==> config.mk <==
export PLATFORM = sky130hd
export DESIGN_NAME = pfsu_recip
export DESIGN_NICKNAME = d
export VERILOG_FILES = /design/src/hdl/pfsu_pkg.sv /design/src/hdl/pfsu_recip.sv
export SDC_FILE = /design/constraint.sdc
export NUM_CORES = 1
export LEC_CHECK = 0
export ABC_AREA = 1
export BUFFER_PORTS_ARGS = -buffer_cell sky130_fd_sc_hd__buf_2
export CAP_MARGIN = 20
export CORE_UTILIZATION = 40
export CTS_CLUSTER_SIZE = 12
export DETAILED_ROUTE_END_ITERATION = 16
export GPL_TIMING_DRIVEN = 0
export PLACE_DENSITY = 0.64
export SETUP_SLACK_MARGIN = 0.3
export SYNTH_ARGS = -nofsm -noshare
export SYNTH_HDL_FRONTEND = slang
export SYNTH_SLANG_ARGS = --single-unit
==> constraint.sdc <==
create_clock -name clk -period 5.1 [get_ports clk]
set_input_delay 0.255 -clock clk [delete_from_list [all_inputs] [get_ports clk]]
set_output_delay 0.255 -clock clk [all_outputs]
set_load 0.01 [all_outputs]
==> src/hdl/pfsu_pkg.sv <==
package pfsu_pkg;

    localparam int DATA_W      = 16;
    localparam int INT_BITS    = 6;
    localparam int FRAC_BITS   = DATA_W - INT_BITS;
    localparam int IDX_SHIFT   = (DATA_W - INT_BITS - 6 > 0) ? (DATA_W - INT_BITS - 6) : 0;
    localparam int COARSE_W    = DATA_W - IDX_SHIFT;
    localparam int MAP_ENTRIES = 64;
    localparam int MAP_AW      = $clog2(MAP_ENTRIES);
    localparam int SEGMENTS    = 16;
    localparam int SEG_W       = $clog2(SEGMENTS);
    localparam int ACC_W       = 32;
    localparam int INDEX_W     = 6;
    localparam int VECTOR_DEPTH_DEF = 4096;
    localparam int RECIP_NUM_BITS   = 2 * FRAC_BITS;

    localparam logic [1:0] ACT_MAP    = 2'd0;
    localparam logic [1:0] ACT_COEF   = 2'd1;
    localparam logic [1:0] ACT_SAMPLE = 2'd2;
    localparam logic [1:0] ACT_EMIT   = 2'd3;

    localparam logic [1:0] CFG_X_MIN = 2'd0;
    localparam logic [1:0] CFG_X_MAX = 2'd1;
    localparam logic [1:0] CFG_MODE  = 2'd2;

    typedef logic signed [DATA_W-1:0] data_t;
    typedef logic signed [ACC_W-1:0]  acc_t;

endpackage

==> src/hdl/pfsu_recip.sv <==
module pfsu_recip (
    input  logic          clk,
    input  logic          rst_n,
    input  logic          start,
    input  pfsu_pkg::acc_t sum,
    output logic          done,
    output pfsu_pkg::acc_t recip,
    output logic          zero
);
    import pfsu_pkg::*;

    localparam int QW = RECIP_NUM_BITS + 1;
    localparam int CNT_W = $clog2(QW);

    logic              busy_reg, busy_next;
    logic              done_reg, done_next;
    logic              neg_reg, neg_next;
    logic              zero_reg, zero_next;
    logic [ACC_W-1:0]  mag_reg, mag_next;
    logic [ACC_W-1:0]  rem_reg, rem_next;
    logic [QW-1:0]     q_reg, q_next;
    logic [CNT_W-1:0]  cnt_reg, cnt_next;
    acc_t              recip_reg, recip_next;
    logic [ACC_W:0]    trial;
    logic              nbit;
    logic [QW-1:0]     q_step;
    logic [ACC_W-1:0]  rem_step;
    logic [ACC_W-1:0]  q_adj;

    always_comb
    begin
        busy_next  = busy_reg;
        done_next  = 1'b0;
        neg_next   = neg_reg;
        zero_next  = zero_reg;
        mag_next   = mag_reg;
        rem_next   = rem_reg;
        q_next     = q_reg;
        cnt_next   = cnt_reg;
        recip_next = recip_reg;
        // The numerator is a single one bit at the top, so only the first step shifts it in.
        nbit = (cnt_reg == CNT_W'(QW - 1));
        trial = {rem_reg, nbit};
        if (trial >= {1'b0, mag_reg})
        begin
            rem_step = ACC_W'(trial - {1'b0, mag_reg});
            q_step   = {q_reg[QW-2:0], 1'b1};
        end
        else
        begin
            rem_step = trial[ACC_W-1:0];
            q_step   = {q_reg[QW-2:0], 1'b0};
        end
        q_adj = ACC_W'(q_step) + ACC_W'(rem_step != '0);
        if (start)
        begin
            if (sum == '0)
            begin
                recip_next = '0;
                zero_next  = 1'b1;
                done_next  = 1'b1;
            end
            else
            begin
                zero_next = 1'b0;
                neg_next  = sum[ACC_W-1];
                mag_next  = sum[ACC_W-1] ? ACC_W'(-sum) : ACC_W'(sum);
                rem_next  = '0;
                q_next    = '0;
                cnt_next  = CNT_W'(QW - 1);
                busy_next = 1'b1;
            end
        end
        else if (busy_reg)
        begin
            rem_next = rem_step;
            q_next   = q_step;
            cnt_next = cnt_reg - 1'b1;
            if (cnt_reg == '0)
            begin
                busy_next  = 1'b0;
                done_next  = 1'b1;
                recip_next = neg_reg ? acc_t'(-q_adj) : acc_t'(ACC_W'(q_step));
            end
        end
    end

    always_ff @(posedge clk or negedge rst_n)
    begin
        if (!rst_n)
        begin
            busy_reg  <= 1'b0;
            done_reg  <= 1'b0;
            neg_reg   <= 1'b0;
            zero_reg  <= 1'b0;
            mag_reg   <= '0;
            rem_reg   <= '0;
            q_reg     <= '0;
            cnt_reg   <= '0;
            recip_reg <= '0;
        end
        else
        begin
            busy_reg  <= busy_next;
            done_reg  <= done_next;
            neg_reg   <= neg_next;
            zero_reg  <= zero_next;
            mag_reg   <= mag_next;
            rem_reg   <= rem_next;
            q_reg     <= q_next;
            cnt_reg   <= cnt_next;
            recip_reg <= recip_next;
        end
    end

    assign done  = done_reg;
    assign recip = recip_reg;
    assign zero  = zero_reg;

endmodule

# Word level (Yosys, flattened, before mapping)
# Cells that the tools add are included.
# op_classes
order_cmp	1
bitwise_logic	1
muxes	25
n_reduce_logical	8
n_addsub	5
n_eq_ne	3
# op_table
operator	count
32-bit two-way mux	10
20-bit two-way mux	3
33-bit by 32-bit greater-or-equal comparator with 1-bit output	1
32-bit zero test	1
22-bit negation with 32-bit output	1
32-bit negation	1
32-bit nonzero test	1
32-bit subtractor	1
21-bit by 1-bit adder with 22-bit output	1
5-bit two-way mux	3
1-bit two-way mux	9
5-bit equality test (second input constant)	1
5-bit zero test	1
5-bit by 1-bit subtractor with 5-bit output (second input constant)	1
2-bit AND reduction	2
2-bit nonzero test	2
3-bit AND reduction	1
2-bit by 1-bit inequality test with 1-bit output (second input constant)	1
2-bit inequality test (second input constant)	1
1-bit NOT	1
# word_totals
ff_bits	125
wordCells	52
output_inout_bits	34
input_bits	35

# Longest topological paths before layout
# depth
ltp_word	10
ltp_mapped	37
mapped_depth_nobuf	37

# Worst setup path before layout
# No wires, ideal clock.
# synth_timing
path_type	reg2reg
from	register cnt_reg[0]
to	register recip_reg[21], in the netlist recip[21]
path_buffers	0
stages_incl_launch_ff	35
synth_period_minus_slack_ns	3.990
t_required_ns	4.974
arrival_time_ns	3.864
path_slack_ns	1.110
setup_ns	0.126
path_cell_list	dfrtp_1 -> inv_1 -> ha_1 -> inv_1 -> nor4_1 -> inv_1 -> ha_1 -> inv_1 -> fa_1 -> nand2_1 -> nand2_1 -> nand3_1 -> nand3b_1 -> nand2_1 -> nand2_1 -> nand2_1 -> nand3_1 -> nand2_1 -> nor2_1 -> nand2_1 -> nor2_1 -> nand2_1 -> nor2_1 -> ha_1 -> ha_1 -> inv_1 -> ha_1 -> o21ai_0 -> a21oi_1 -> inv_1 -> a21oi_1 -> o21ai_0 -> nand2_1 -> nand2_1 -> o21ai_0
# synth_via
elab_chain_cells	10
elab_cells_between_ends	15
cone_classes	add/sub: 3; order compare: 1; eq/ne: 1; mux: 6; reduce/logical: 4
# synth_rtl
item	line	rtl
from (decl)	pfsu_recip.sv:22	logic [CNT_W-1:0] cnt_reg, cnt_next;
from (signal assigned)	pfsu_recip.sv:111	cnt_reg <= cnt_next;
5-bit equality test	pfsu_recip.sv:42	nbit = (cnt_reg == CNT_W'(QW - 1));
32-bit subtractor or 33-bit by 32-bit greater-or-equal comparator with 1-bit output (tied branches)	pfsu_recip.sv:46, pfsu_recip.sv:44	
32-bit two-way mux	pfsu_recip.sv:44	if (trial >= {1'b0, mag_reg})
32-bit nonzero test	pfsu_recip.sv:54	q_adj = ACC_W'(q_step) + ACC_W'(rem_step != '0);
21-bit by 1-bit adder with 22-bit output	pfsu_recip.sv:54	
22-bit negation with 32-bit output	pfsu_recip.sv:83	recip_next = neg_reg ? acc_t'(-q_adj) : acc_t'(ACC_W'(q_step));
32-bit two-way mux	pfsu_recip.sv:83	
32-bit two-way mux	pfsu_recip.sv:79	if (cnt_reg == '0)
32-bit two-way mux	pfsu_recip.sv:74	else if (busy_reg)
32-bit two-way mux	pfsu_recip.sv:55	if (start)
to (signal assigned)	pfsu_recip.sv:112	recip_reg <= recip_next;
to (decl)	pfsu_recip.sv:23	acc_t recip_reg, recip_next;
# Parallel ways exist; a longest one is shown, timed or not. The select of a mux whose other input is x is not followed.
# A chain may end at the register's enable or synchronous reset.

# Worst setup path in the final report
# Same ends and word-level chain as after synthesis.

==> results by group <==
Placed design
  • DP Worst Slack: -0.2320 ns
  • Buffers on Ports: 68
  • Cell Count Post-Placement: 1,848
  • Post-DP HPWL: 23.65 mm
  • Routability cong.: 0.9435

Synth
  • XOR/XNOR Fraction of Synth Area: 3.746%
  • Mux cell area share after synthesis: 0%
  • Syn Inst Count: 1,460
  • Post-Synth Simple-Gate Area: 31.80%
  • Ys Warns: 0
  • Register area share after synthesis: 31.86%
  • Syn nets: 1,558
  • Post-synth EDFFs: 0
  • Synthesized cell area: 9819 um2
  • Synth Area per Inst: 6.726 um2
  • FF+latch count, synth: 125
  • Library cells used by synthesis: 47
  • Synth Area in Adders: 8.104%
  • Combinational family with the most area after synthesis: simple AND/OR/NAND/NOR gates
  • Post-synthesis compound-gate area fraction: 13.37%
  • Post-synth top flop: dfrtp_1
  • Fraction of registers with async set/reset: 100.0%

Clock network
  • Clk Latency, worst-skew pair: 0.42 ns
  • Clk root buf: clkbuf_16
  • CTS tree: yes
  • Max Root-Sink Buffers: 2
  • H-tree depth: 4
  • # clock sinks: 125
  • CTS buffer count: 17
  • Clock slew at reported path FFs: 0.06 ns

Global routing
  • Vias in the first global route: 9,137
  • GRT Overall Usage: 25.10%
  • Initial antenna violation count: 0
  • Largest net degree at the start of global routing: 66
  • Gr ovfl total: 0
  • Global-route wire length before repair: 47.96 mm

Detailed routing
  • Number of DRC markers in iteration 0: 644
  • WL final: 30.08 mm
  • Routed vias/inst: 5.106
  • DRC: 0
  • Drt pass-1 iters: 5
  • Via count: 9,670
  • Routed wire per std cell: 15.88 um
  • Routed Antenna Nets: 0

Critical path
  • Worst path required time: 5.40 ns
  • Worst Setup Path Type: register to register
  • Critical Path Fanout Max: 10
  • Delay-heaviest family, CP: simple AND/OR/NAND/NOR gates
  • Worst Setup SP: cnt_reg[0]
  • Nature of the critical path endpoint: register
  • Cell at the slowest stage of the critical path: dfrtp_1
  • Critical R2R Launch: cnt_reg[0]
  • R2r setup slk: 0.54 ns
  • Worst Setup Start Kind: register
  • Buf+Inv Stages, Crit Path: 7
  • Worst path max stage delay: 0.37 ns
  • Crit path arrival time: 4.87 ns

STA
  • Unrepaired setup endpoints after global routing: no
  • Final worst-path cycle share: 89.50%
  • Final Critical Period: 4.565 ns
  • Worst-margin pin slew: 0.8721 ns
  • Worst Clk Skew: 0.009285 ns
  • Final number of setup-violating endpoints: 0
  • Slew margin rel.: 41.65%
  • Highest Clock Rate: 219.1 MHz
  • Final hold slack: 0.1768 ns
  • Final hold vios: 0
  • Setup ws final: 0.5353 ns
  • Slew Viols, Final: 0

Finish
  • Final nets: 1,660
  • Commonest non-fill, non-tap cell in the layout: nand2_1
  • Ratio of cells with drive above 1 in the final layout: 13.84%
  • Layout Utilization: 48.42%
  • Layout Cells excl Fill: 1,894
  • Inserted Diodes: 0
  • Most frequent cells in the layout: nand2_1 (437), inv_1 (234), dfrtp_1 (125)
  • Syn-to-layout area delta: 17.13%

Die
  • Core footprint: 23,750 um2
  • Io pins: 69
  • Die H: 158.7 um
  • Starting Density: 41.34%
  • DIE AREA: 25,180 um2
  • Die W: 158.7 um
  • Site Rows: 56

Power
  • Internal: 3.216 mW
  • Clock share of power: 22.1%
  • Maximum VDD drop: 238.5 uV
  • Static Leak: 6.295 nW
  • Register share of total power: 22.0%
  • Combinational Power Share: 55.8%
  • Psw: 2.771 mW
  • Power Dens Cells: 520.5 nW/um2
  • Sw frac: 46.29%

Flow run
  • Maxcap violations: 0

Status
  • Status: finished, final reports clean

Min path
  • Hold wc startpoint: sum[9]
  • Min-delay worst type: primary input to register
## routing by layer
| layer | global-route usage (%) | vias to the layer above | wire [um] |
|---|---|---|---|
| li1 | - | 4856 | - |
| met3 | 3.021 | 40 | 1404 |
| met1 | 33.54 | 4535 | 13710 |
| met4 | 7.738 | 0 | 560 |
| met2 | 42.19 | 239 | 14410 |
| met5 | 0 | - | 0 |
## synthesized netlist by cell type (19+ instances only)
cell type / number / area (um2)
o21ai_0: 65 / 325.3
inv_1: 239 / 897.1
o22ai_1: 21 / 131.4
nand2_1: 450 / 1689
a22o_1: 24 / 210.2
nand3_1: 76 / 380.4
nor2_1: 118 / 442.9
nand2_2: 20 / 125.1
a21oi_1: 53 / 265.3
ha_1: 62 / 775.7
xor2_1: 30 / 262.8
clkbuf_1: 19 / 71.32
dfrtp_1: 125 / 3128
## final timing paths
check | endpoint | cells past startpoint
min in group asynchronous | recip[16] | 2
max in group asynchronous | mag_reg[6] | 3
max reg2reg | recip[21] | 32
min | mag_reg[9] | 3
max | recip[21] | 32
min reg2reg | recip[24] | 2
## cell type report
type,instances,area [um2]
clock buffer,17,425.4
buffer,31,171.4
timing repair buffer,83,481.7
sequential,125,3128
inverter,248,933.4
tap,319,399.1
multi-input combinational,1056,5756
fill,2366,12250
clock inverter,15,206.4
## kinds of logic (layout without fill, tap and decap cells)
| family | after synthesis | in the layout |
|---|---|---|
| AOI/OAI and AO/OA | 217 | 217 |
| xor gates and xnor gates | 42 | 42 |
| adders and majority gates | 63 | 63 |
| buffers and inverters | 279 | 394 |
| DFF | 125 | 125 |
| and+or+nand+nor | 734 | 734 |
## what timing repair did
| action | CTS | global route |
|---|---|---|
| setup buffers | 1 | 12 |
| endpoints found under the hold margin | 60 | 0 |
| gates resized for setup | 8 | 47 |
| hold buffers | 1 | 0 |
| pin swaps | 1 | 24 |
| endpoints found under the setup margin | 16 | 18 |
## power by group through the flow
stage / clock network, mW / registers [mW] / logic, mW
2_1_floorplan: 0 / 1.33 / 2.25
3_3_place_gp: 0 / 1.33 / 3.05
3_5_place_dp: 0 / 1.33 / 3.08
4_1_cts: 1.34 / 1.32 / 3.13
5_1_grt: 1.39 / 1.34 / 3.73
6_report: 1.32 / 1.32 / 3.34
## through the flow
stage | setup TNS, ns | instance area, um2 | total power [mW]
CTS | 0 | 11270 | 5.786
finish | 0 | 11500 | 5.987
global route | 0 | 11500 | 6.456
detailed placement | -0.9885 | 10590 | 4.412
global placement | -0.3658 | 10560 | 4.382
floorplan | 0 | 9819 | 3.581
## worst register-to-register path: cells and delay by family, from the launching register on
| family | cells | cell delay [ns] |
|---|---|---|
| simple gates | 14 | 1.76 |
| flops | 1 | 0.37 |
| buf+inv | 7 | 0.72 |
| fa+ha+maj | 5 | 0.89 |
| compound gates | 6 | 0.69 |
Power figures use the tool's default switching activity.
