**config.mk**
```make
export PLATFORM = sky130hd
export DESIGN_NAME = pfsu_ram
export DESIGN_NICKNAME = d
export VERILOG_FILES = /design/src/hdl/pfsu_ram.sv
export SDC_FILE = /design/constraint.sdc
export NUM_CORES = 1
export LEC_CHECK = 0
export ABC_AREA = 1
export ABC_CLOCK_PERIOD_IN_PS = 1800
export BUFFER_PORTS_ARGS = -buffer_cell sky130_fd_sc_hd__buf_2
export CAP_MARGIN = 20
export CORE_MARGIN = 3
export CORE_UTILIZATION = 60
export CTS_BUF_LIST = sky130_fd_sc_hd__clkbuf_16
export DETAILED_ROUTE_END_ITERATION = 10
export GPL_ROUTABILITY_DRIVEN = 1
export PLACE_DENSITY = 0.78
export SLEW_MARGIN = 10
export SYNTH_ARGS = -nofsm -noshare
export SYNTH_HDL_FRONTEND = slang
export SYNTH_SLANG_ARGS = --single-unit
```
**constraint.sdc**
```tcl
create_clock -name clk -period 1.8 [get_ports clk]
set_input_delay 0.36 -clock clk [delete_from_list [all_inputs] [get_ports clk]]
set_output_delay 0.36 -clock clk [all_outputs]
set_load 0.005 [all_outputs]
```
**src/hdl/pfsu_ram.sv**
```systemverilog
module pfsu_ram #(
    parameter int WIDTH = 16,
    parameter int DEPTH = 16,
    localparam int AW = (DEPTH > 1) ? $clog2(DEPTH) : 1
) (
    input  logic             clk,
    input  logic             we,
    input  logic [AW-1:0]    waddr,
    input  logic [WIDTH-1:0] wdata,
    input  logic [AW-1:0]    raddr,
    output logic [WIDTH-1:0] rdata
);

    logic [WIDTH-1:0] mem [DEPTH];

    always_ff @(posedge clk)
    begin
        if (we)
        begin
            mem[waddr] <= wdata;
        end
        rdata <= mem[raddr];
    end

endmodule

```
# --- Word-level counts from Yosys, hierarchy flattened ---
# Memory sizes are Yosys's and may differ from the RTL's. A register that Yosys moved wholly into a read port is not among the register bits.
# Index checks and enable logic that the tools add are counted.
op_classes:
  add_sub_neg: 0
  multipliers: 0
  n_div: 0
  n_lt_le_gt_ge: 0
  n_eq_ne: 0
  shift: 0
  mux: 2
  n_bitwise: 0
  n_reduce_logical: 0
ops:
  columns: ["op", "n"]
  rows:
  - ["two-way mux 1 bit", 2]
totals:
  regBits: 0
  latchBits: 0
  ram_bits: 256
  mem_bits_ro: 0
  inputBits: 26
  n_memories: 1
mem_list:
  columns: ["memory", "words", "word_bits", "rd", "rd_clocked_by_memory_dff", "wr", "line_no", "rtl"]
  rows:
  - ["mem", 16, 16, 1, 1, 1, "14", "logic [WIDTH-1:0] mem [DEPTH];"]

# --- Longest topological paths before layout ---
# Gate-level depths: netlist of run 1.
depth:
  depth_word: 2
  depth_mapped: 9
  ltp_nobuf: 7

# --- Least setup slack after synthesis of run 1 ---
# Ideal clock, no wire load.
synth_timing:
  kind: "input-to-reg"
  from: "input waddr[2]"
  to: "memory mem[10][0], enable pin"
  t_arrival_ns: 1.271
  required_time_ns: 1.412
  setup_slack_ns: 0.140
  cell_stages: 2
  path_buffers: 0
  path_cell_list: "nand3b_1 nor2_1"
synth_rtl:
  columns: ["element", "line_no", "rtl"]
  rows:
  - ["start: declaration", "8", "input logic [AW-1:0] waddr,"]
  - ["end: declaration", "14", null]
# No word-level cell before the write port.

# --- Final worst setup path of run 1 ---
layout_timing:
  from: "register rdata[5] (read register of mem)"
  to: "output rdata[5]"
layout_rtl:
  columns: ["element", "line_no", "rtl"]
  rows:
  - ["start: declaration", "11", "output logic [WIDTH-1:0] rdata"]
# No word-level cell between the ends.

==> flow_metrics.env, run 1 <==
export IMPL_outcome="finished, final reports clean"
export IMPL_slowest_delay_ns=0.40
export IMPL_avgViaCountPerCell=5.55
export IMPL_leakagePower_uw=0.00569
export IMPL_slew_headroom_pct=75.0
export IMPL_post_cts_buffers=0
export IMPL_crit_type="reg -> out"
export IMPL_yosysSeqAreaShare_pct=70.4
export IMPL_dp_cells=1349
export IMPL_crit_required_ns=1.44
export IMPL_finClkSkew_ns=0.0111
export IMPL_comb_power_share_pct=6.6
export IMPL_cts_sinks=272
export IMPL_drv_slew=0
export IMPL_ir_drop_uv=923
export IMPL_route_vias_total=7758
export IMPL_multi_input_area_um2=2360
export IMPL_synth_area_leader_cell="edfxtp_1"
export IMPL_numCtsBuffers=27
export IMPL_die_x_um=144
export IMPL_dieArea_um2=20700
export IMPL_drc=0
export IMPL_switchingPower_uw=2900
export IMPL_rsz0062_at_grt="false"
export IMPL_crit_chain="buf_2"
export IMPL_clockBufferDepth=3
export IMPL_fin_nets=1175
export IMPL_core_um2=18300
export IMPL_syn_area_um2=11400
export IMPL_yosysTopAreaCellShare_pct=67.5
export IMPL_dpl_hpwl_um=15900
export IMPL_rows=49
export IMPL_post_cts_resize_count=0
export IMPL_ys_ff_latch=272
export IMPL_wl_um=26600
export IMPL_dpl_cell_area_um2=12100
export IMPL_antenna_found_initial=1
export IMPL_clk_latency_ns=0.53
export IMPL_track_usage_pct=26.5
export IMPL_hold_violations=0
export IMPL_critPathArrivalTime_ns=1.08
export IMPL_p_seq_share_pct=53.2
export IMPL_synth_cell_types=13
export IMPL_cts_tree="done"
export IMPL_report_final_setup_viol=0
export IMPL_start_util_pct=62.3
export IMPL_synth_nets=1100
export IMPL_final_min_clock_period_ns=1.44
export IMPL_synthTopCellsByArea="edfxtp_1 (68%), nand2_1 (11%), nand3_1 (8.5%)"
export IMPL_clock_power_share_pct=40.3
export IMPL_postSynthCellCount=1074
export IMPL_finalSetupTns_ns=0
export IMPL_endpoint_kind="output pin"
export IMPL_critPathTopFamily="flip-flops"
export IMPL_htreeDepth=1
export IMPL_port_buffers=41
export IMPL_worst_path_max_fanout=1
export IMPL_seqCellArea_um2=8010
export IMPL_fin_area_um2=13000
export IMPL_yosys_warnings=0
export IMPL_finalCoreUtilization_pct=71.1
export IMPL_clock_fmax_ghz=0.696
export IMPL_syn_to_final_growth_pct=14.2
export IMPL_avgSynthCellArea_um2=10.6
export IMPL_fill_cells=1236
export IMPL_ant_nets=0
export IMPL_final_cells=1399
export IMPL_grt_pass1_wl_um=41100
export IMPL_overflow=0
export IMPL_post_drt_wl_per_cell_um=19.0
export IMPL_worst_pin_slew_ns=0.375
export IMPL_p_per_area_nw_per_um2=1030
export IMPL_io_pins=42
export IMPL_whs_ns=0.164
export IMPL_place_congestion=0.823
export IMPL_power_internal_uw=10500
export IMPL_maxCapViolCount=0
export IMPL_clkTransAtPathRegs_ns=0.06
export IMPL_min_path_type="in -> reg"
export IMPL_grt_pass1_vias=7440
export IMPL_cp_slowest_cell="dfxtp_1"
export IMPL_timing_final_crit_share_pct=79.8
export IMPL_switching_share_pct=21.6
export IMPL_drt_pre_antenna_iters=5
export IMPL_grt_max_degree=65
export IMPL_layout_drive_gt1_share_pct=12.9
export IMPL_setup_worst_path_start_class="flop"
export IMPL_drt_iter0_drc=960
export IMPL_postCtsHoldBufs=0
export IMPL_diodes=0
export IMPL_cts_root_buffer="clkbuf_16"
export IMPL_path_buf_inv=1
export IMPL_die_y_um=144
[worst paths after layout]
check | startpoint | end | slack, ns | depth (start not counted)
min reg2reg | mem[4][5] | rdata[5] | 0.66 | 6
min | raddr[3] | rdata[2] | 0.16 | 4
max | rdata[5] | rdata[5] | 0.36 | 1
max reg2reg | mem[3][8] | rdata[8] | 0.76 | 6
[power by group through the flow]
| stage | logic, uW | registers [uW] | clock network [uW] |
|---|---|---|---|
| after floorplan | 478 | 7250 | 0 |
| after global placement | 840 | 7250 | 0 |
| after detailed placement | 862 | 7250 | 0 |
| after CTS | 878 | 7120 | 5450 |
| after global routing | 970 | 7130 | 5700 |
| final | 883 | 7120 | 5390 |
[metal layers]
layer	GRT usage, %	share of wire [%]	vias to the layer above
met2	42.4	48	432
li1	-	-	3618
met5	0	0.068	-
met4	9.66	2.9	2
met1	36.4	39	3641
met3	5.56	11	65
[cells in the mapped netlist]
master and count:
edfxtp_1 256, nand3_1 193, inv_2 2, buf_2 19
nand3b_1 2, inv_1 196, buf_4 18, buf_1 1
nor2_1 17, nand2_1 341, clkbuf_1 10, buf_6 3
dfxtp_1 16
[cell type report]
class                      count  area share (%)
clock buffer                  27            5.20
clock inverter                23            1.38
inverter                     198            5.73
multi-input combinational    553            18.2
sequential                   272            61.6
tap                          229            2.20
timing repair buffer          97            5.70
[worst register-to-register path: cells and delay by family, from the launching register on]
family                 cells  cell delay, ns
buffers and inverters      1            0.06
flip-flops                 1            0.35
AND/OR/NAND/NOR            5            0.52
[cells in the final DEF (no fill, tap or decap), types with 2 or more instances in the layout]
| cell type | n |
|---|---|
| buf_4 | 48 |
| buf_12 | 9 |
| dfxtp_1 | 16 |
| nand3_1 | 193 |
| buf_2 | 40 |
| inv_1 | 202 |
| clkinv_1 | 8 |
| nand3b_1 | 2 |
| clkinv_2 | 5 |
| nand2_1 | 341 |
| nor2_2 | 16 |
| clkbuf_16 | 27 |
| bufinv_16 | 3 |
| edfxtp_1 | 256 |
[flip-flops by register name (all words and copies together), names as in the netlist]
signal	flops
rdata	16
mem	256
[per-stage QoR]
step           worst slack [ns]  total power, uW
3_3_place_gp              0.241             8090
6_report                  0.363            13400
3_5_place_dp              0.239             8120
4_1_cts                   0.360            13400
2_1_floorplan             0.140             7730
5_1_grt                   0.343            13800
[cell families after synthesis]
family / after synthesis / share of synthesized area (%)
buf+inv: 249 / 9.21
flops: 272 / 70.4
simple gates: 553 / 20.4
Note: power is estimated with default switching activity, not from simulation.
==> run 2: changes to the inputs <==
--- a/config.mk
+++ b/config.mk
@@ -6,15 +6,15 @@
 export NUM_CORES = 1
 export LEC_CHECK = 0
 export ABC_AREA = 1
-export ABC_CLOCK_PERIOD_IN_PS = 1800
+export ABC_CLOCK_PERIOD_IN_PS = 1300
 export BUFFER_PORTS_ARGS = -buffer_cell sky130_fd_sc_hd__buf_2
 export CAP_MARGIN = 20
 export CORE_MARGIN = 3
-export CORE_UTILIZATION = 60
+export CORE_UTILIZATION = 56
 export CTS_BUF_LIST = sky130_fd_sc_hd__clkbuf_16
 export DETAILED_ROUTE_END_ITERATION = 10
 export GPL_ROUTABILITY_DRIVEN = 1
-export PLACE_DENSITY = 0.78
+export PLACE_DENSITY = 0.76
 export SLEW_MARGIN = 10
 export SYNTH_ARGS = -nofsm -noshare
 export SYNTH_HDL_FRONTEND = slang
==> constraint.sdc (replaced) <==
create_clock -name clk -period 1.3 [get_ports clk]
set_input_delay 0.26 -clock clk [delete_from_list [all_inputs] [get_ports clk]]
set_output_delay 0.26 -clock clk [all_outputs]
set_load 0.005 [all_outputs]
==> run 2 against run 1 <==
Sequential share of layout area down 0.90 points. Via count decreased by 0.34%. Clock skew is 0.0039 ns lower. First-iteration DRC count shrank 20%. Core utilization decreased by 4.2 points. Hold slack worse by 0.042 ns. Cell area is 1.5% higher. Power increased by 35%. Non-clock buffer count is 6 higher. Sequential power rose by 38%. Wire length is 0.59% lower. Largest cell class unchanged. Largest power group unchanged.
==> flow_metrics.env, run 2 (same netlist as run 1, synthesis figures left out) <==
export IMPL_outcome="finished, final reports clean"
export IMPL_clkTransAtPathRegs_ns=0.06
export IMPL_worst_pin_slew_ns=0.397
export IMPL_p_seq_share_pct=54.3
export IMPL_place_congestion=0.819
export IMPL_avgViaCountPerCell=5.36
export IMPL_drv_slew=0
export IMPL_comb_power_share_pct=7.0
export IMPL_crit_type="reg -> out"
export IMPL_track_usage_pct=24.3
export IMPL_clock_fmax_ghz=0.798
export IMPL_layout_drive_gt1_share_pct=13.4
export IMPL_grt_pass1_vias=7618
export IMPL_switchingPower_uw=3970
export IMPL_report_final_setup_viol=0
export IMPL_drt_iter0_drc=771
export IMPL_final_cells=1442
export IMPL_path_buf_inv=1
export IMPL_clock_power_share_pct=38.7
export IMPL_grt_pass1_wl_um=41500
export IMPL_final_common_cell="nand2_1"
export IMPL_mostFrequentLayoutCells="nand2_1 (341), edfxtp_1 (256), inv_1 (205)"
export IMPL_setup_worst_path_start_class="flop"
export IMPL_drt_pre_antenna_iters=5
export IMPL_worst_path_max_fanout=1
export IMPL_fill_cells=1386
export IMPL_grt_max_degree=42
export IMPL_min_path_type="in -> reg"
export IMPL_post_drt_wl_per_cell_um=18.3
export IMPL_min_from="wdata[7]"
export IMPL_dp_cells=1391
export IMPL_route_vias_total=7732
export IMPL_p_per_area_nw_per_um2=1380
export IMPL_clockBufferDepth=3
export IMPL_dpl_hpwl_um=16300
export IMPL_reg_largest_list="mem: 256 flops, rdata: 16 flops"
export IMPL_drc=0
export IMPL_pre_cts_ws_ns=-0.134
export IMPL_numCtsBuffers=27
export IMPL_cts_tree="done"
export IMPL_largest_reg_flops=256
export IMPL_ant_nets=0
export IMPL_power_internal_uw=14200
export IMPL_crit_chain="buf_2"
export IMPL_htreeDepth=1
export IMPL_endpoint_kind="output pin"
export IMPL_core_um2=19700
export IMPL_cts_root_buffer="clkbuf_16"
export IMPL_cts_sinks=272
export IMPL_critPathArrivalTime_ns=0.99
export IMPL_port_buffers=41
export IMPL_final_min_clock_period_ns=1.25
export IMPL_die_y_um=149
export IMPL_post_cts_buffers=0
export IMPL_maxCapViolCount=0
export IMPL_syn_to_final_growth_pct=15.9
export IMPL_r2r_start="mem[7][7]"
export IMPL_overflow=0
export IMPL_antenna_found_initial=1
export IMPL_switching_share_pct=21.9
export IMPL_setup_slack_ns=0.0462
export IMPL_die_x_um=149
export IMPL_hold_violations=0
export IMPL_start_util_pct=57.7
export IMPL_wl_um=26400
export IMPL_slew_headroom_pct=73.5
export IMPL_rows=51
export IMPL_crit_required_ns=1.04
export IMPL_leakagePower_uw=0.00575
export IMPL_finClkSkew_ns=0.00719
export IMPL_critPathTopFamily="flip-flops"
export IMPL_ir_drop_uv=1190
export IMPL_fin_nets=1181
export IMPL_timing_final_crit_share_pct=96.4
export IMPL_slowest_delay_ns=0.35
export IMPL_clk_latency_ns=0.53
export IMPL_largest_register="mem"
export IMPL_critical_path_startpoint="rdata[11]"
export IMPL_dieArea_um2=22100
export IMPL_whs_ns=0.122
export IMPL_io_pins=42
export IMPL_cp_slowest_cell="dfxtp_2"
export IMPL_rsz0062_at_grt="false"
export IMPL_total_power_uw=18100
export IMPL_finalCoreUtilization_pct=66.9
[run 2: cell types whose count changed in the layout (fill, tap and decap cells not counted), sizes merged]
cell	before	now
buf	97	103
inv	204	207
bufinv	3	1
clkinvlp	1	0
diode	0	1
[run 2: final timing paths]
| check | slack [ns] | to | depth (start not counted) |
|---|---|---|---|
| worst max-delay path | 0.05 | rdata[11] | 1 |
| worst min-delay path | 0.12 | mem[0][7] | 1 |
| worst max register to register | 0.30 | rdata[7] | 6 |
| worst min register to register | 0.66 | rdata[10] | 6 |
[run 2: power by group through the flow]
| stage | Clock (uW) | Sequential (uW) | Combinational (uW) |
|---|---|---|---|
| floorplan | 0 | 10000 | 668 |
| global placement | 0 | 10000 | 1210 |
| detailed placement | 0 | 10000 | 1240 |
| CTS | 7100 | 9860 | 1260 |
| global route | 7500 | 9870 | 1390 |
| finish | 7030 | 9860 | 1260 |
[run 2: per-stage QoR]
stage               cell area, um^2  TNS (ns)
floorplan                     11400    -39.67
global route                  13200         0
finish                        13200         0
detailed placement            12400    -24.64
CTS                           13200         0
global placement              12400    -18.66
[run 2: final cells by class]
type                    instances  area, um^2  share of cell area (%)
inverters                     198         744                    5.64
flip-flops and latches        272        8010                    60.7
repair buffers                103         936                    7.09
multi-input cells             553        2370                    18.0
well taps                     265         332                    2.51
clock buffers                  27         676                    5.12
clock inverters                23         125                   0.948
diodes                          1        2.50                  0.0190
[run 2: per-layer routing]
layer / wire, um / global-route usage [%] / up-vias
li1: - / - / 3633
met5: 0 / 0 / -
met3: 2320 / 3.96 / 68
met4: 885 / 8.41 / 0
met2: 13100 / 41.1 / 376
met1: 10200 / 32.4 / 3655
[run 2: repair_timing]
action | in CTS | in global routing
hold buffers | 0 | 0
gates resized for setup | 1 | 1
cloned | 0 | 0
endpoints found under the setup margin | 1 | 1
==> run 3: changes to the inputs <==
--- a/config.mk
+++ b/config.mk
@@ -6,15 +6,15 @@
 export NUM_CORES = 1
 export LEC_CHECK = 0
 export ABC_AREA = 1
-export ABC_CLOCK_PERIOD_IN_PS = 1300
+export ABC_CLOCK_PERIOD_IN_PS = 1200
 export BUFFER_PORTS_ARGS = -buffer_cell sky130_fd_sc_hd__buf_2
 export CAP_MARGIN = 20
 export CORE_MARGIN = 3
-export CORE_UTILIZATION = 56
+export CORE_UTILIZATION = 60
 export CTS_BUF_LIST = sky130_fd_sc_hd__clkbuf_16
 export DETAILED_ROUTE_END_ITERATION = 10
 export GPL_ROUTABILITY_DRIVEN = 1
-export PLACE_DENSITY = 0.76
+export PLACE_DENSITY = 0.78
 export SLEW_MARGIN = 10
 export SYNTH_ARGS = -nofsm -noshare
 export SYNTH_HDL_FRONTEND = slang
==> constraint.sdc (replaced) <==
create_clock -name clk -period 1.2 [get_ports clk]
set_input_delay 0.24 -clock clk [delete_from_list [all_inputs] [get_ports clk]]
set_output_delay 0.24 -clock clk [all_outputs]
set_load 0.005 [all_outputs]
==> run 3 against run 2 <==
The flow now finishes with violations (negative setup slack). Core utilization rose by 5.4 points. Largest cell class unchanged. Wire length is 0.35% lower. First-iteration DRC count grew 9.1%. Clock power increased by 12%. Non-clock buffer count fell by 4. Clock-buffer cell count did not move. Via count is 0.12% higher. Sequential share of layout area barely moved. Highest routed layer unchanged. Global-route usage increased by 1.7 points.
==> flow_metrics.env, run 3 (same netlist as run 1, synthesis figures left out) <==
export IMPL_outcome="finished with violations"
export IMPL_violations="negative setup slack"
export IMPL_power_internal_uw=15600
export IMPL_postCtsHoldBufs=0
export IMPL_grt_pass1_vias=7553
export IMPL_numCtsBuffers=27
export IMPL_drt_iter0_drc=841
export IMPL_die_x_um=144
export IMPL_setup_slack_ns=-0.0487
export IMPL_report_final_setup_viol=6
export IMPL_grt_pass1_wl_um=40600
export IMPL_clock_power_share_pct=39.4
export IMPL_route_vias_total=7741
export IMPL_io_pins=42
export IMPL_timing_final_crit_share_pct=104
export IMPL_total_power_uw=19900
export IMPL_track_usage_pct=26.0
export IMPL_grt_max_degree=47
export IMPL_hold_violations=0
export IMPL_rows=49
export IMPL_endpoint_kind="output pin"
export IMPL_slowest_delay_ns=0.37
export IMPL_syn_to_final_growth_pct=16.1
export IMPL_core_um2=18300
export IMPL_p_per_area_nw_per_um2=1510
export IMPL_rsz0062_at_grt="true"
export IMPL_antenna_found_initial=0
export IMPL_worst_path_max_fanout=1
export IMPL_cts_sinks=272
export IMPL_drv_slew=0
export IMPL_cts_tree="done"
export IMPL_drc=0
export IMPL_largest_reg_flops=256
export IMPL_finClkSkew_ns=0.0166
export IMPL_dieArea_um2=20700
export IMPL_wl_um=26300
export IMPL_die_y_um=144
export IMPL_finalCoreUtilization_pct=72.3
export IMPL_largest_register="mem"
export IMPL_fin_nets=1177
export IMPL_cp_slowest_cell="dfxtp_2"
export IMPL_port_buffers=41
export IMPL_dpl_hpwl_um=15700
export IMPL_p_seq_share_pct=53.7
export IMPL_finalSetupTns_ns=-0.131
export IMPL_path_buf_inv=1
export IMPL_fill_cells=1228
export IMPL_clkTransAtPathRegs_ns=0.06
export IMPL_dp_cells=1351
export IMPL_seqCellArea_um2=8020
export IMPL_mostFrequentLayoutCells="nand2_1 (341), edfxtp_1 (256), inv_1 (206)"
export IMPL_setup_worst_path_start_class="flop"
export IMPL_post_cts_resize_count=14
export IMPL_crit_required_ns=0.96
export IMPL_multi_input_area_um2=2370
export IMPL_crit_type="reg -> out"
export IMPL_ir_drop_uv=1790
export IMPL_clock_fmax_ghz=0.801
export IMPL_critPathArrivalTime_ns=1.01
export IMPL_start_util_pct=62.3
export IMPL_avgViaCountPerCell=5.53
export IMPL_switching_share_pct=21.7
export IMPL_maxCapViolCount=0
export IMPL_final_common_cell="nand2_1"
export IMPL_min_path_type="in -> reg"
export IMPL_critPathTopFamily="flip-flops"
export IMPL_drt_pre_antenna_iters=5
export IMPL_slew_headroom_pct=74.3
export IMPL_r2r_slack_ns=0.22
export IMPL_comb_power_share_pct=6.9
export IMPL_clk_latency_ns=0.54
export IMPL_place_congestion=0.806
export IMPL_overflow=0
export IMPL_final_cells=1400
export IMPL_post_drt_wl_per_cell_um=18.8
export IMPL_ant_nets=0
export IMPL_final_min_clock_period_ns=1.25
export IMPL_htreeDepth=1
export IMPL_switchingPower_uw=4320
export IMPL_reg_largest_list="mem: 256 flops, rdata: 16 flops"
export IMPL_layout_drive_gt1_share_pct=13.6
export IMPL_clockBufferDepth=3
export IMPL_cts_root_buffer="clkbuf_16"
export IMPL_crit_chain="buf_6"
export IMPL_leakagePower_uw=0.00575
export IMPL_post_cts_buffers=0
export IMPL_worst_pin_slew_ns=0.386
==> run 3: cell types whose count changed in the layout (fill, tap and decap cells not counted), moves of 5 or more <==
cell / previous run / this run
buf_6: 0 / 8
dfxtp_2: 2 / 9
buf_4: 42 / 37
dfxtp_1: 14 / 7
buf_2: 40 / 32
clkinv_2: 7 / 2
==> run 3: stage by stage <==
step | setup slack, ns | area, um^2 | hold WS (ns)
floorplan | -0.152 | 11400 | 0.339
global placement | -0.182 | 12300 | 0.619
detailed placement | -0.193 | 12300 | 0.615
CTS | -0.0532 | 13200 | 0.0641
global route | -0.0631 | 13200 | 0.0796
finish | -0.0487 | 13200 | 0.0759
==> run 3: area by class of cell <==
class	count	area share [%]
sequential	272	60.7
inverter	198	5.63
timing repair buffer	99	7.33
antenna	1	0.0189
clock inverter	21	1.11
multi-input combinational	553	18.0
clock buffer	27	5.11
tap	229	2.17
==> run 3: power by group through the flow <==
stage | registers (uW) | clock network, uW | logic (uW)
floorplan | 10900 | 0 | 730
CTS | 10700 | 7900 | 1360
detailed placement | 10900 | 0 | 1320
finish | 10700 | 7840 | 1370
global placement | 10900 | 0 | 1280
global route | 10700 | 8260 | 1510
==> run 3: layer usage <==
metal / part of all wire, % / routed length [um] / track usage [%] / vias up
met2: 48 / 12700 / 43.3 / 383
li1: - / - / - / 3615
met5: 0 / 0 / 0 / -
met3: 7.8 / 2050 / 4.06 / 78
met1: 40 / 10500 / 34.9 / 3665
met4: 4.0 / 1060 / 10.5 / 0
==> run 3: worst paths after layout <==
check | depth (start not counted) | to | startpoint
min reg2reg | 6 | rdata[10] | mem[6][10]
max reg2reg | 6 | rdata[11] | mem[13][11]
max | 1 | rdata[4] | rdata[4]
min | 1 | mem[0][15] | wdata[15]
